$ cat config.mk
export PLATFORM = sky130hd
export DESIGN_NAME = websocket_frame_deframer_top
export DESIGN_NICKNAME = d
export VERILOG_FILES = /design/src/wsd_pkg.sv /design/src/wsd_parser.sv /design/src/wsd_out_skid.sv /design/src/websocket_frame_deframer_top.sv
export VERILOG_INCLUDE_DIRS = /design/src /design/src/src
export SDC_FILE = /design/constraint.sdc
export NUM_CORES = 1
export LEC_CHECK = 0
export ABC_CLOCK_PERIOD_IN_PS = 7300
export BUFFER_PORTS_ARGS = -buffer_cell sky130_fd_sc_hd__buf_2
export CAP_MARGIN = 20
export CORE_MARGIN = 2
export CORE_UTILIZATION = 49
export DETAILED_ROUTE_END_ITERATION = 12
export PLACE_DENSITY_LB_ADDON = 0.05
export SYNTH_ARGS = -nofsm -noshare
export SYNTH_HDL_FRONTEND = slang
export SYNTH_SLANG_ARGS = --single-unit
$ cat constraint.sdc
create_clock -name i_clk -period 7.3 [get_ports i_clk]
set_clock_uncertainty 0.2 [all_clocks]
set_input_delay 0.73 -clock i_clk [delete_from_list [all_inputs] [get_ports i_clk]]
set_output_delay 0.73 -clock i_clk [all_outputs]
set_load 0.05 [all_outputs]
$ cat src/assert_macros.svh
// Assertion macros shared by the deframer modules.
// Needs a clock named i_clk and an active-low reset named i_rst_n in scope.
`ifndef ASSERT_MACROS_SVH
`define ASSERT_MACROS_SVH

// Checked on every rising edge outside reset.
`define ASSERT_CLK(label, prop, msg) \
    label: assert property (@(posedge i_clk) disable iff (!i_rst_n) (prop)) \
        else $error(msg);

// Checked on every rising edge, reset included.
`define ASSERT_ALWAYS(label, prop, msg) \
    label: assert property (@(posedge i_clk) (prop)) else $error(msg);

`endif

$ cat src/wsd_pkg.sv
// Shared types and constants for the WebSocket frame deframer.
// No dependencies; imported by every deframer module.
package wsd_pkg;

    // Width kept for the payload length and the payload position
    localparam int LENGTH_BITS = 64;
    localparam int LIMIT_BITS  = 16;

    // Header codes
    localparam logic [3:0] OP_CLOSE   = 4'd8;
    localparam logic [3:0] OP_PING    = 4'd9;
    localparam logic [3:0] OP_PONG    = 4'd10;
    localparam logic [3:0] OPCODE_MSK = 4'hf;
    localparam logic [6:0] LEN_EXT16  = 7'd126;
    localparam logic [6:0] LEN_EXT64  = 7'd127;
    localparam logic [2:0] EXT16_CNT  = 3'd1;
    localparam logic [2:0] EXT64_CNT  = 3'd7;
    localparam logic [2:0] KEY_CNT    = 3'd3;

    localparam logic [LIMIT_BITS-1:0] LIMIT_RESET = '1;

    typedef logic [LENGTH_BITS-1:0] t_len;

    typedef enum logic [1:0] {
        KIND_APP   = 2'd0,
        KIND_PING  = 2'd1,
        KIND_CLOSE = 2'd2,
        KIND_PONG  = 2'd3
    } t_kind;

    // One result beat
    typedef struct packed {
        logic [7:0]            payload_byte;
        logic                  byte_valid;
        logic [3:0]            frame_opcode;
        t_kind                 frame_kind;
        logic                  frame_end;
        logic [LIMIT_BITS-1:0] delivered_length;
    } t_result;

endpackage

$ cat src/wsd_parser.sv
// Frame header parser and payload unmasker: one byte per step.
// Depends on wsd_pkg and assert_macros.svh.
`include "assert_macros.svh"

module wsd_parser
    import wsd_pkg::*;
(
    input  logic                  i_clk,
    input  logic                  i_rst_n,
    input  logic                  i_step,
    input  logic [7:0]            i_byte,
    input  logic [LIMIT_BITS-1:0] i_max_len,
    output logic                  o_res_valid,
    output t_result               o_res
);

    typedef enum logic [2:0] {
        PH_HDR0 = 3'd0,
        PH_HDR1 = 3'd1,
        PH_EXT  = 3'd2,
        PH_KEY  = 3'd3,
        PH_DATA = 3'd4
    } t_phase;

    t_phase      r_phase, n_phase;
    logic [3:0]  r_opcode, n_opcode;
    logic        r_mask, n_mask;
    t_len        r_len, n_len;
    logic [2:0]  r_cnt, n_cnt;
    logic [31:0] r_key, n_key;
    t_len        r_pos, n_pos;

    t_kind       kind;
    logic [LIMIT_BITS-1:0] cap;
    logic [LIMIT_BITS-1:0] end_len;
    t_len        pos_inc;
    logic [7:0]  key_byte;
    logic [7:0]  unmasked;
    logic        last_byte;
    logic        under_limit;
    logic        hdr_mask;
    logic        res_valid;
    logic [7:0]  res_byte;
    logic        res_bvalid;
    logic        res_end;
    logic        do_header_done;
    logic        do_begin;

    // Frame kind from the opcode
    always_comb begin
        priority if (r_opcode == OP_CLOSE) kind = KIND_CLOSE;
        else if (r_opcode == OP_PING)      kind = KIND_PING;
        else if (r_opcode == OP_PONG)      kind = KIND_PONG;
        else                               kind = KIND_APP;
    end

    // Length reported with the end beat: min(length, cap)
    always_comb begin
        unique case (kind)
            KIND_APP:  cap = i_max_len;
            KIND_PING: cap = '1;
            default:   cap = '0;
        endcase
        if (((n_len >> LIMIT_BITS) == '0) && (n_len[LIMIT_BITS-1:0] < cap))
            end_len = n_len[LIMIT_BITS-1:0];
        else
            end_len = cap;
    end

    // Payload byte helpers
    assign pos_inc     = r_pos + t_len'(1);
    assign last_byte   = (pos_inc == r_len);
    assign under_limit = ((r_pos >> LIMIT_BITS) == '0) &&
                         (r_pos[LIMIT_BITS-1:0] < i_max_len);
    always_comb begin
        unique case (r_pos[1:0])
            2'd0:    key_byte = r_key[31:24];
            2'd1:    key_byte = r_key[23:16];
            2'd2:    key_byte = r_key[15:8];
            default: key_byte = r_key[7:0];
        endcase
    end
    assign unmasked = i_byte ^ key_byte;

    // Next state and result for the byte in the input register
    always_comb begin
        n_phase        = r_phase;
        n_opcode       = r_opcode;
        n_mask         = r_mask;
        n_len          = r_len;
        n_cnt          = r_cnt;
        n_key          = r_key;
        n_pos          = r_pos;
        res_valid      = 1'b0;
        res_byte       = '0;
        res_bvalid     = 1'b0;
        res_end        = 1'b0;
        hdr_mask       = r_mask;
        do_header_done = 1'b0;
        do_begin       = 1'b0;

        unique case (r_phase)
            PH_HDR1: begin
                n_mask   = i_byte[7];
                hdr_mask = i_byte[7];
                if ((i_byte[6:0] == LEN_EXT16) || (i_byte[6:0] == LEN_EXT64)) begin
                    n_len   = '0;
                    n_cnt   = (i_byte[6:0] == LEN_EXT16) ? EXT16_CNT : EXT64_CNT;
                    n_phase = PH_EXT;
                end else begin
                    n_len          = t_len'(i_byte[6:0]);
                    do_header_done = 1'b1;
                end
            end
            PH_EXT: begin
                n_len = {r_len[LENGTH_BITS-9:0], i_byte};
                if (r_cnt == '0) begin
                    do_header_done = 1'b1;
                end else begin
                    n_cnt = r_cnt - 3'd1;
                end
            end
            PH_KEY: begin
                n_key = {r_key[23:0], i_byte};
                if (r_cnt == '0) begin
                    do_begin = 1'b1;
                end else begin
                    n_cnt = r_cnt - 3'd1;
                end
            end
            PH_DATA: begin
                n_pos = pos_inc;
                if (last_byte) n_phase = PH_HDR0;
                unique case (kind)
                    KIND_APP: begin
                        if (last_byte || under_limit) begin
                            res_valid  = 1'b1;
                            res_bvalid = under_limit;
                            res_byte   = under_limit ? unmasked : 8'd0;
                            res_end    = last_byte;
                        end
                    end
                    KIND_PING: begin
                        res_valid  = 1'b1;
                        res_bvalid = 1'b1;
                        res_byte   = unmasked;
                        res_end    = last_byte;
                    end
                    KIND_CLOSE: begin
                        res_valid = last_byte;
                        res_end   = last_byte;
                    end
                    default: ;
                endcase
            end
            default: begin
                n_opcode = i_byte[3:0] & OPCODE_MSK;
                n_phase  = PH_HDR1;
            end
        endcase

        // Header complete: key next, or straight to the payload
        if (do_header_done) begin
            n_key = '0;
            if (hdr_mask) begin
                n_cnt   = KEY_CNT;
                n_phase = PH_KEY;
            end else begin
                do_begin = 1'b1;
            end
        end

        // Payload start; an empty frame ends here
        if (do_begin) begin
            n_pos = '0;
            if (n_len != '0) begin
                n_phase = PH_DATA;
            end else begin
                n_phase = PH_HDR0;
                if (kind != KIND_PONG) begin
                    res_valid = 1'b1;
                    res_end   = 1'b1;
                end
            end
        end
    end

    assign o_res_valid            = i_step && res_valid;
    assign o_res.payload_byte     = res_byte;
    assign o_res.byte_valid       = res_bvalid;
    assign o_res.frame_opcode     = r_opcode;
    assign o_res.frame_kind       = kind;
    assign o_res.frame_end        = res_end;
    assign o_res.delivered_length = res_end ? end_len : '0;

    // Parser state
    always_ff @(posedge i_clk) begin
        if (!i_rst_n) begin
            r_phase  <= PH_HDR0;
            r_opcode <= '0;
            r_mask   <= 1'b0;
            r_len    <= '0;
            r_cnt    <= '0;
            r_key    <= '0;
            r_pos    <= '0;
        end else if (i_step) begin
            r_phase  <= n_phase;
            r_opcode <= n_opcode;
            r_mask   <= n_mask;
            r_len    <= n_len;
            r_cnt    <= n_cnt;
            r_key    <= n_key;
            r_pos    <= n_pos;
        end
    end

    // A beat without a byte only ever closes a frame
    `ASSERT_CLK(a_empty_beat_ends, (o_res_valid && !o_res.byte_valid) |-> o_res.frame_end,
        "result without byte is not a frame end")
    // Pong frames never reach the output
    `ASSERT_CLK(a_no_pong, o_res_valid |-> (o_res.frame_kind != KIND_PONG),
        "pong result emitted")
    // After a frame end the parser waits for a new header
    `ASSERT_CLK(a_end_to_hdr, (o_res_valid && o_res.frame_end) |=> (r_phase == PH_HDR0),
        "parser not back at header after frame end")

endmodule

$ cat src/wsd_out_skid.sv
// Result register with one skid entry, so the ready towards the parser is registered.
// Depends on wsd_pkg and assert_macros.svh.
`include "assert_macros.svh"

module wsd_out_skid
    import wsd_pkg::*;
(
    input  logic    i_clk,
    input  logic    i_rst_n,
    input  logic    i_push,
    input  t_result i_data,
    output logic    o_can_take,
    output logic    o_valid,
    input  logic    i_ready,
    output t_result o_data
);

    logic    r_out_valid;
    logic    r_skid_valid;
    t_result r_out;
    t_result r_skid;
    logic    pop;

    assign pop        = r_out_valid && i_ready;
    assign o_can_take = !r_skid_valid;
    assign o_valid    = r_out_valid;
    assign o_data     = r_out;

    // Valid flags
    always_ff @(posedge i_clk) begin
        if (!i_rst_n) begin
            r_out_valid  <= 1'b0;
            r_skid_valid <= 1'b0;
        end else if (!r_out_valid || pop) begin
            r_out_valid  <= r_skid_valid || i_push;
            r_skid_valid <= 1'b0;
        end else if (i_push) begin
            r_skid_valid <= 1'b1;
        end
    end

    // Payload registers
    always_ff @(posedge i_clk) begin
        if (!r_out_valid || pop) begin
            r_out <= r_skid_valid ? r_skid : i_data;
        end
        if (r_out_valid && !pop && i_push) begin
            r_skid <= i_data;
        end
    end

    // The skid entry is only used behind a full output register
    `ASSERT_ALWAYS(a_skid_behind_out, (i_rst_n && r_skid_valid) |-> r_out_valid,
        "skid entry valid with empty output register")
    // A beat pushed into a stalled full register lands in the skid entry
    `ASSERT_CLK(a_push_to_skid, (i_push && r_out_valid && !i_ready) |=> r_skid_valid,
        "stalled push lost")
    // No push while the skid entry is occupied
    `ASSERT_CLK(a_no_overrun, r_skid_valid |-> !i_push, "push into full buffer")

endmodule

$ cat src/websocket_frame_deframer_top.sv
// WebSocket frame deframer top level: input byte register, limit register,
// parser and result buffer. Depends on wsd_pkg, wsd_parser and wsd_out_skid.
//
// Use: received stream bytes enter on the s_axis beat channel, one byte in
// s_axis_tdata per beat. Results leave on m_axis: tdata carries the unmasked
// byte, the opcode and the delivered length; tuser carries byte_valid and the
// frame kind; tlast marks the last beat of a frame. Header bytes, mask key
// bytes, pong payload, close payload and application bytes past the limit
// give no beat unless they end a frame other than a pong. i_cfg_wen with
// i_cfg_wdata sets the application byte limit (65535 after reset); write it
// only while the block is idle. Throughput: one byte per cycle unless the
// skid entry is in use; each beat is registered in the result buffer.
// Reset (synchronous, active low) returns the parser to waiting for a first
// header byte and empties the input and result registers.
// When the receiver stalls, the result register, one skid entry and the input
// byte register fill up; s_axis_tready then drops and all data is kept.
module websocket_frame_deframer_top
    import wsd_pkg::*;
(
    input  logic                  i_clk,
    input  logic                  i_rst_n,
    input  logic                  s_axis_tvalid,
    output logic                  s_axis_tready,
    input  logic [7:0]            s_axis_tdata,  // [7:0] rx_byte
    output logic                  m_axis_tvalid,
    input  logic                  m_axis_tready,
    // [7:0] payload_byte, [11:8] frame_opcode, [27:12] delivered_length, [31:28] zero
    output logic [31:0]           m_axis_tdata,
    // [0] byte_valid, [2:1] frame_kind
    output logic [2:0]            m_axis_tuser,
    output logic                  m_axis_tlast,  // frame_end
    input  logic                  i_cfg_wen,
    input  logic [LIMIT_BITS-1:0] i_cfg_wdata    // max_message_len
);

    logic                  r_in_valid;
    logic [7:0]            r_in_byte;
    logic [LIMIT_BITS-1:0] r_max_len;
    logic                  can_take;
    logic                  step;
    logic                  res_valid;
    t_result               res;
    t_result               out_res;

    assign step          = r_in_valid && can_take;
    assign s_axis_tready = !r_in_valid || step;

    // Input byte register
    always_ff @(posedge i_clk) begin
        if (!i_rst_n) begin
            r_in_valid <= 1'b0;
        end else if (s_axis_tvalid && s_axis_tready) begin
            r_in_valid <= 1'b1;
        end else if (step) begin
            r_in_valid <= 1'b0;
        end
    end

    always_ff @(posedge i_clk) begin
        if (s_axis_tvalid && s_axis_tready) r_in_byte <= s_axis_tdata;
    end

    // Byte limit register
    always_ff @(posedge i_clk) begin
        if (!i_rst_n) begin
            r_max_len <= LIMIT_RESET;
        end else if (i_cfg_wen) begin
            r_max_len <= i_cfg_wdata;
        end
    end

    wsd_parser u_parser (
        .i_clk       (i_clk),
        .i_rst_n     (i_rst_n),
        .i_step      (step),
        .i_byte      (r_in_byte),
        .i_max_len   (r_max_len),
        .o_res_valid (res_valid),
        .o_res       (res)
    );

    wsd_out_skid u_out (
        .i_clk      (i_clk),
        .i_rst_n    (i_rst_n),
        .i_push     (res_valid),
        .i_data     (res),
        .o_can_take (can_take),
        .o_valid    (m_axis_tvalid),
        .i_ready    (m_axis_tready),
        .o_data     (out_res)
    );

    // Pack the result beat
    assign m_axis_tdata = {4'd0, out_res.delivered_length, out_res.frame_opcode,
                           out_res.payload_byte};
    assign m_axis_tuser = {out_res.frame_kind, out_res.byte_valid};
    assign m_axis_tlast = out_res.frame_end;

endmodule

# After elaboration in Yosys (flattened, before gate mapping)
# Index checks and enable logic that the tools add are counted.
dict set report classes {
  shifts 0
  magnitude_cmp 2
  bitwise 3
  n_reduce_logical 33
  eq_ne 15
  n_div 0
  multipliers 0
  muxes 55
  addsub 2
}
# op n
set op_table {}
lappend op_table {{logical NOT 64 bit} 2}
lappend op_table {{two-way mux 64 bit} 2}
lappend op_table {{one-hot mux 64 bit (2 select lines)} 1}
lappend op_table {{two-way mux 32 bit} 3}
lappend op_table {{adder 64 x 1 -> 64 bit, second input constant} 1}
lappend op_table {{equality test 64 bit} 1}
lappend op_table {{nonzero test 64 bit} 1}
lappend op_table {{two-way mux 3 bit} 11}
lappend op_table {{less-than comparator 16 bit} 2}
lappend op_table {{two-way mux 16 bit} 2}
lappend op_table {{one-hot mux 16 bit (2 select lines)} 1}
lappend op_table {{two-way mux 8 bit} 3}
lappend op_table {{one-hot mux 8 bit (3 select lines)} 1}
lappend op_table {{two-way mux 1 bit} 20}
lappend op_table {{one-hot mux 8 bit (2 select lines)} 1}
lappend op_table {{equality test 7 bit, second input constant} 2}
lappend op_table {{equality test 4 bit, second input constant} 3}
lappend op_table {{one-hot mux 3 bit (3 select lines)} 1}
lappend op_table {{logical AND 1 bit} 8}
lappend op_table {{XOR 8 bit} 1}
lappend op_table {{two-way mux 7 bit} 1}
lappend op_table {{equality test 3 x 2 -> 1 bit, second input constant} 2}
lappend op_table {{two-way mux 2 bit} 3}
lappend op_table {{one-hot mux 1 bit (2 select lines)} 3}
lappend op_table {{other kinds (17)} 34}
dict set report totals {
  output_inout_bits 38
  mem_bits_rw 0
  latch_bits 0
  mem_bits_ro 0
  mem_count 0
  input_bits 29
  register_bits 262
}

# Logic depth before layout (Yosys ltp)
dict set report logic_depth {
  word_depth 13
  mapped_depth 21
}

# Modules after synthesis
# From an unflattened synthesis, not the netlist that was laid out.
dict set report hier_totals {
  cells_unflattened 1851
  hier_area_um2 15677.5
}
# mod instances cells_per_inst seq_area_each_um2 area_per_inst_um2
set modules_own_cells {}
lappend modules_own_cells {wsd_parser 1 1671 3423.3 12229.2}
lappend modules_own_cells {wsd_out_skid 1 109 1961.9 2542.4}
lappend modules_own_cells {websocket_frame_deframer_top 1 71 580.6 905.9}

# Worst setup path after synthesis
# OpenSTA, ideal clock, no wires.
dict set report synth_path {
  path_kind {register -> register}
  start {register u_parser.r_pos[0]}
  end {register u_out.r_skid[0] (netlist bit), enable pin}
  t_arrival_ns 4.872
  stages_incl_launch_ff 14
  path_slack_ns 1.787
  setup_time_ns 0.441
  required_time_ns 6.659
  n_path_buf 2
  path_cell_list {dfxtp_1 > ha_1 > clkbuf_1 > nand4_1 > or4_1 > buf_2 > nor2_1 > o221ai_1 > a2111oi_0 > nand2_1 > or4_1 > nor4_2 > a21oi_1 > nor4_2}
}
dict set report synth_via {
  elab_chain_cells 11
}
# element line_no
set synth_rtl {}
lappend synth_rtl {{start, declared} wsd_parser.sv:31} ;# t_len r_pos, n_pos;
lappend synth_rtl {{start signal, assigned} wsd_parser.sv:213} ;# r_pos <= n_pos;
lappend synth_rtl {{adder 64 x 1 -> 64 bit or less-than comparator 16 bit (tied branches)} {wsd_parser.sv:71, wsd_parser.sv:74}}
lappend synth_rtl {{equality test 64 bit or logical AND 1 bit (tied branches)} {wsd_parser.sv:72, wsd_parser.sv:73}}
lappend synth_rtl {{logical OR 1 bit} wsd_parser.sv:136} ;# if (last_byte || under_limit) begin
lappend synth_rtl {{two-way mux 1 bit} wsd_parser.sv:136}
lappend synth_rtl {{one-hot mux 1 bit (3 select lines) (*)} wsd_parser.sv:134} ;# unique case (kind)
lappend synth_rtl {{two-way mux 1 bit (*)} wsd_parser.sv:102} ;# unique case (r_phase)
lappend synth_rtl {{two-way mux 1 bit} wsd_parser.sv:180} ;# if (kind != KIND_PONG) begin
lappend synth_rtl {{two-way mux 1 bit} wsd_parser.sv:176} ;# if (n_len != '0) begin
lappend synth_rtl {{two-way mux 1 bit (*)} wsd_parser.sv:174} ;# if (do_begin) begin
lappend synth_rtl {{logical AND 1 bit (*)} wsd_parser.sv:188} ;# assign o_res_valid = i_step && res_valid;
lappend synth_rtl {{logical AND 1 bit (*)} wsd_out_skid.sv:47} ;# if (r_out_valid && !pop && i_push) begin
lappend synth_rtl {{end signal, assigned} wsd_out_skid.sv:48} ;# r_skid <= i_data;
lappend synth_rtl {{end, declared} wsd_out_skid.sv:21} ;# t_result r_skid;
# Every way passes the cells marked *; elsewhere a longest branch is shown, timed or not.
# A chain may end at the register's enable or synchronous reset.

# Final worst setup path
dict set report layout_path {
  start {register u_parser.r_pos[22]}
  end {register u_out.r_skid[10] (netlist bit), enable pin}
}
dict set report layout_via {
  elab_chain_cells 11
}
# element line_no
set layout_rtl {}
lappend layout_rtl {{adder 64 x 1 -> 64 bit or logical NOT 64 bit (tied branches)} {wsd_parser.sv:71, wsd_parser.sv:73}}
lappend layout_rtl {{equality test 64 bit or logical AND 1 bit (tied branches)} {wsd_parser.sv:72, wsd_parser.sv:73}}
lappend layout_rtl {{logical OR 1 bit} wsd_parser.sv:136}
lappend layout_rtl {{two-way mux 1 bit} wsd_parser.sv:136}
lappend layout_rtl {{one-hot mux 1 bit (3 select lines) (*)} wsd_parser.sv:134}
lappend layout_rtl {{two-way mux 1 bit (*)} wsd_parser.sv:102}
lappend layout_rtl {{two-way mux 1 bit} wsd_parser.sv:180}
lappend layout_rtl {{two-way mux 1 bit} wsd_parser.sv:176}
lappend layout_rtl {{two-way mux 1 bit (*)} wsd_parser.sv:174}
lappend layout_rtl {{logical AND 1 bit (*)} wsd_parser.sv:188}
lappend layout_rtl {{logical AND 1 bit (*)} wsd_out_skid.sv:47}
# Marks and branches as above.

==> results.cfg <==
[run_status]
status = finished, final reports clean

[critical_path]
path_cells = nand2_1 -> nor4_4 -> nand4_1 -> or3_1 -> a21boi_0 -> nand3b_1 -> or4_1 -> nor4_2 -> a21oi_1 -> nor4_4 -> buf_4
cpPeakStageDelay_ns = 0.64
crit_required_ns = 7.32
endpoint_kind = register
cpMostUsedCell = nor4_4
cp_max_fo = 32
slowest_stage = nand4_1
worstSetupStartpointType = register
crit_type = register to register
crit_arrival_ns = 5.43

[placement]
port_buffers = 62
placed_cell_area_um2 = 16100
post-dp-hpwl_um = 37600
gp_congestion = 0.960

[global_route]
grt.overflow.total = 0
grt_max_degree = 108
grt.total_usage = 0.310
first_global_vias = 13100
grt_pass1_wl_um = 80400
antenna_found_initial = 0

[sta]
fin_crit_ns = 5.41
hold_violations = 0
slew_headroom = 0.272
timing.fmax_mhz = 185
rsz0062_at_grt = no
slew_viol_final = 0
tightestPinTransition_ns = 1.09
min_period_over_period = 0.741
holdWs_ns = 0.113
finalSetupViolCount = 0
fin_setup_tns_ns = 0

[floorplanning]
die_area_um2 = 33400
die_w_um = 183
die_h_um = 183
num_io_pins = 67
num_rows = 65
start_util = 0.496
core_area_um2 = 31600

[detailed_routing]
initialDrtViolationCount = 1481
routed_wl_um = 52400
dr.pass1.iters = 6
avgRoutedWirePerCell_um = 23.2
via_per_inst = 6.30
drc = 0
via_count = 14200
postRouteAntennaNets = 0

[synthesis]
synth.top_cell.area_share = 0.243
syn-mean-instance-area_um2 = 8.44
ys_warn_count = 0
synth-edff-count = 72
synth_area_um2 = 15700
ys_types = 84
seq_area_frac_synth = 0.381
ys_dominant_reg_cell = dfxtp_1
synth-async-reset-ratio = 0
synthCells = 1856
synthTopCellsByArea = dfxtp_1 (24%), edfxtp_1 (14%), nand2_1 (4.9%)
synth.largest_area_cell = dfxtp_1
ys_seq_elements = 262

[min_path]
min_path_type = input pin to register

[pwr]
ir_drop_uv = 171
power_density_nw_per_um2 = 202
p_leak_nw = 6.33

[layout]
area_growth_syn_to_layout_pct = 9.52
fillerInstances = 2951
nets = 1905
drive_above_1_share = 0.104
design_area_um2 = 17200
antenna_cells = 0

[clock_network]
htreeDepth = 1
cts.clk_slew.worst_paths_ns = 0.06
clock_latency_ns = 0.59
numCtsBuffers = 30
post_cts_buffers = 0
ctsHoldBuffers = 0
cts.sinks = 262
cts_resized = 0
tritoncts = yes
cts_root_buf = clkbuf_16
ctsLongestPathBuffers = 3

[flow_run]
maxCapViolCount = 0
## per-layer routing
| metal | GRT usage | part of all wire | up-vias | wire [um] |
|---|---|---|---|---|
| met5 | 0 | 0 | - | 0 |
| met1 | 0.460 | 0.46 | 6888 | 24100 |
| met4 | 0.0822 | 0.028 | 0 | 1450 |
| li1 | - | - | 6682 | - |
| met3 | 0.0383 | 0.079 | 77 | 4120 |
| met2 | 0.476 | 0.43 | 587 | 22800 |
## cell type report
type | instances | area (um2) | share of cell area
Multi-Input combinational cell | 1400 | 8940 | 0.521
Sequential cell | 262 | 5970 | 0.348
Clock buffer | 43 | 840 | 0.0489
Timing Repair Buffer | 88 | 508 | 0.0296
Tap cell | 402 | 503 | 0.0293
Inverter | 53 | 199 | 0.0116
Clock inverter | 13 | 198 | 0.0115
## cells by family after synthesis
group | synth area share
other | 0.000239
muxes | 0.0207
adders and majority gates | 0.0328
xor gates and xnor gates | 0.0585
buffers and inverters | 0.0511
and+or+nand+nor | 0.261
AOI/OAI and AO/OA | 0.195
DFF | 0.381
## sequential cells by signal, indices dropped and copies added, names as in the netlist
register	cells
u_parser.r_len	64
u_parser.r_pos	64
u_out.o_data	32
u_out.r_skid	32
u_parser.r_key	32
r_max_len	16
r_in_byte	8
u_parser.r_opcode	4
u_parser.r_cnt	3
u_parser.r_phase	3
r_in_valid	1
u_out.o_valid	1
u_out.r_skid_valid	1
u_parser.r_mask	1
## layout by cell type (no fill, tap or decap), types with 30 or more instances in the layout
cell | synthesis | layout
nand2_1 | 203 | 202
dfxtp_1 | 190 | 189
nor2_1 | 121 | 119
o21ai_0 | 111 | 111
nor2b_1 | 99 | 98
a21oi_1 | 92 | 91
nand3_1 | 78 | 78
xnor2_1 | 78 | 78
edfxtp_1 | 72 | 72
buf_2 | 18 | 61
nor3_1 | 57 | 56
inv_1 | 52 | 52
a22oi_1 | 51 | 51
nor4_1 | 48 | 48
a21boi_0 | 44 | 44
ha_1 | 41 | 41
nand4_1 | 35 | 35
clkbuf_16 | 0 | 30
## where the power goes
part           total, W  leakage (nW)  switching [W]  internal (W)
Combinational  0.000321          3.52       0.000208      0.000113
Clock           0.00160         0.507       0.000625      0.000971
Sequential      0.00155          2.30      0.0000335       0.00151
## cell usage after synthesis (all sizes together), types with 10 or more instances
| cell type | count |
|---|---|
| ha | 41 |
| o21ai | 114 |
| nor4 | 57 |
| a21o | 16 |
| dfxtp | 190 |
| edfxtp | 72 |
| or3 | 12 |
| inv | 53 |
| o211ai | 19 |
| and4 | 11 |
| mux2i | 20 |
| or4 | 13 |
| nand4 | 39 |
| nor3b | 14 |
| a31oi | 27 |
| a21boi | 44 |
| xor2 | 24 |
| a21oi | 92 |
| and2 | 10 |
| o31ai | 29 |
| nor2 | 122 |
| nor3 | 58 |
| a22oi | 51 |
| nand2 | 203 |
| xnor2 | 78 |
| nand2b | 14 |
| clkbuf | 105 |
| nor2b | 99 |
| buf | 39 |
| nand3 | 79 |
| mux2 | 11 |
## through the flow
step	utilization	std cells	total power [W]	worst slack [ns]
CTS	0.544	2261	0.00349	2.01
detailed placement	0.511	2205	0.00189	2.04
finish	0.544	2261	0.00346	1.89
floorplan	-	1859	0.00180	1.79
global placement	0.511	2205	0.00189	2.12
global route	0.544	2261	0.00358	1.58
## path summary, 6_finish.rpt
check                     startpoint                 end  slack (ns)  cells after the start
hold / removal       s_axis_tdata[0]        r_in_byte[0]        0.11                      1
hold reg to reg   u_parser.r_key[27]  u_parser.r_key[27]        0.27                      2
setup reg to reg  u_parser.r_pos[22]    u_out.r_skid[10]        1.89                     11
setup / recovery  u_parser.r_pos[22]    u_out.r_skid[10]        1.89                     11
## worst max-delay path: cells and delay by family (launching register included)
kind,cells,cell delay (ns)
AO/OA/AOI/OAI,2,0.46
buffers and inverters,1,0.45
flip-flops,1,0.60
AND/OR/NAND/NOR,8,3.32
Note: power is estimated with default switching activity, not from simulation.
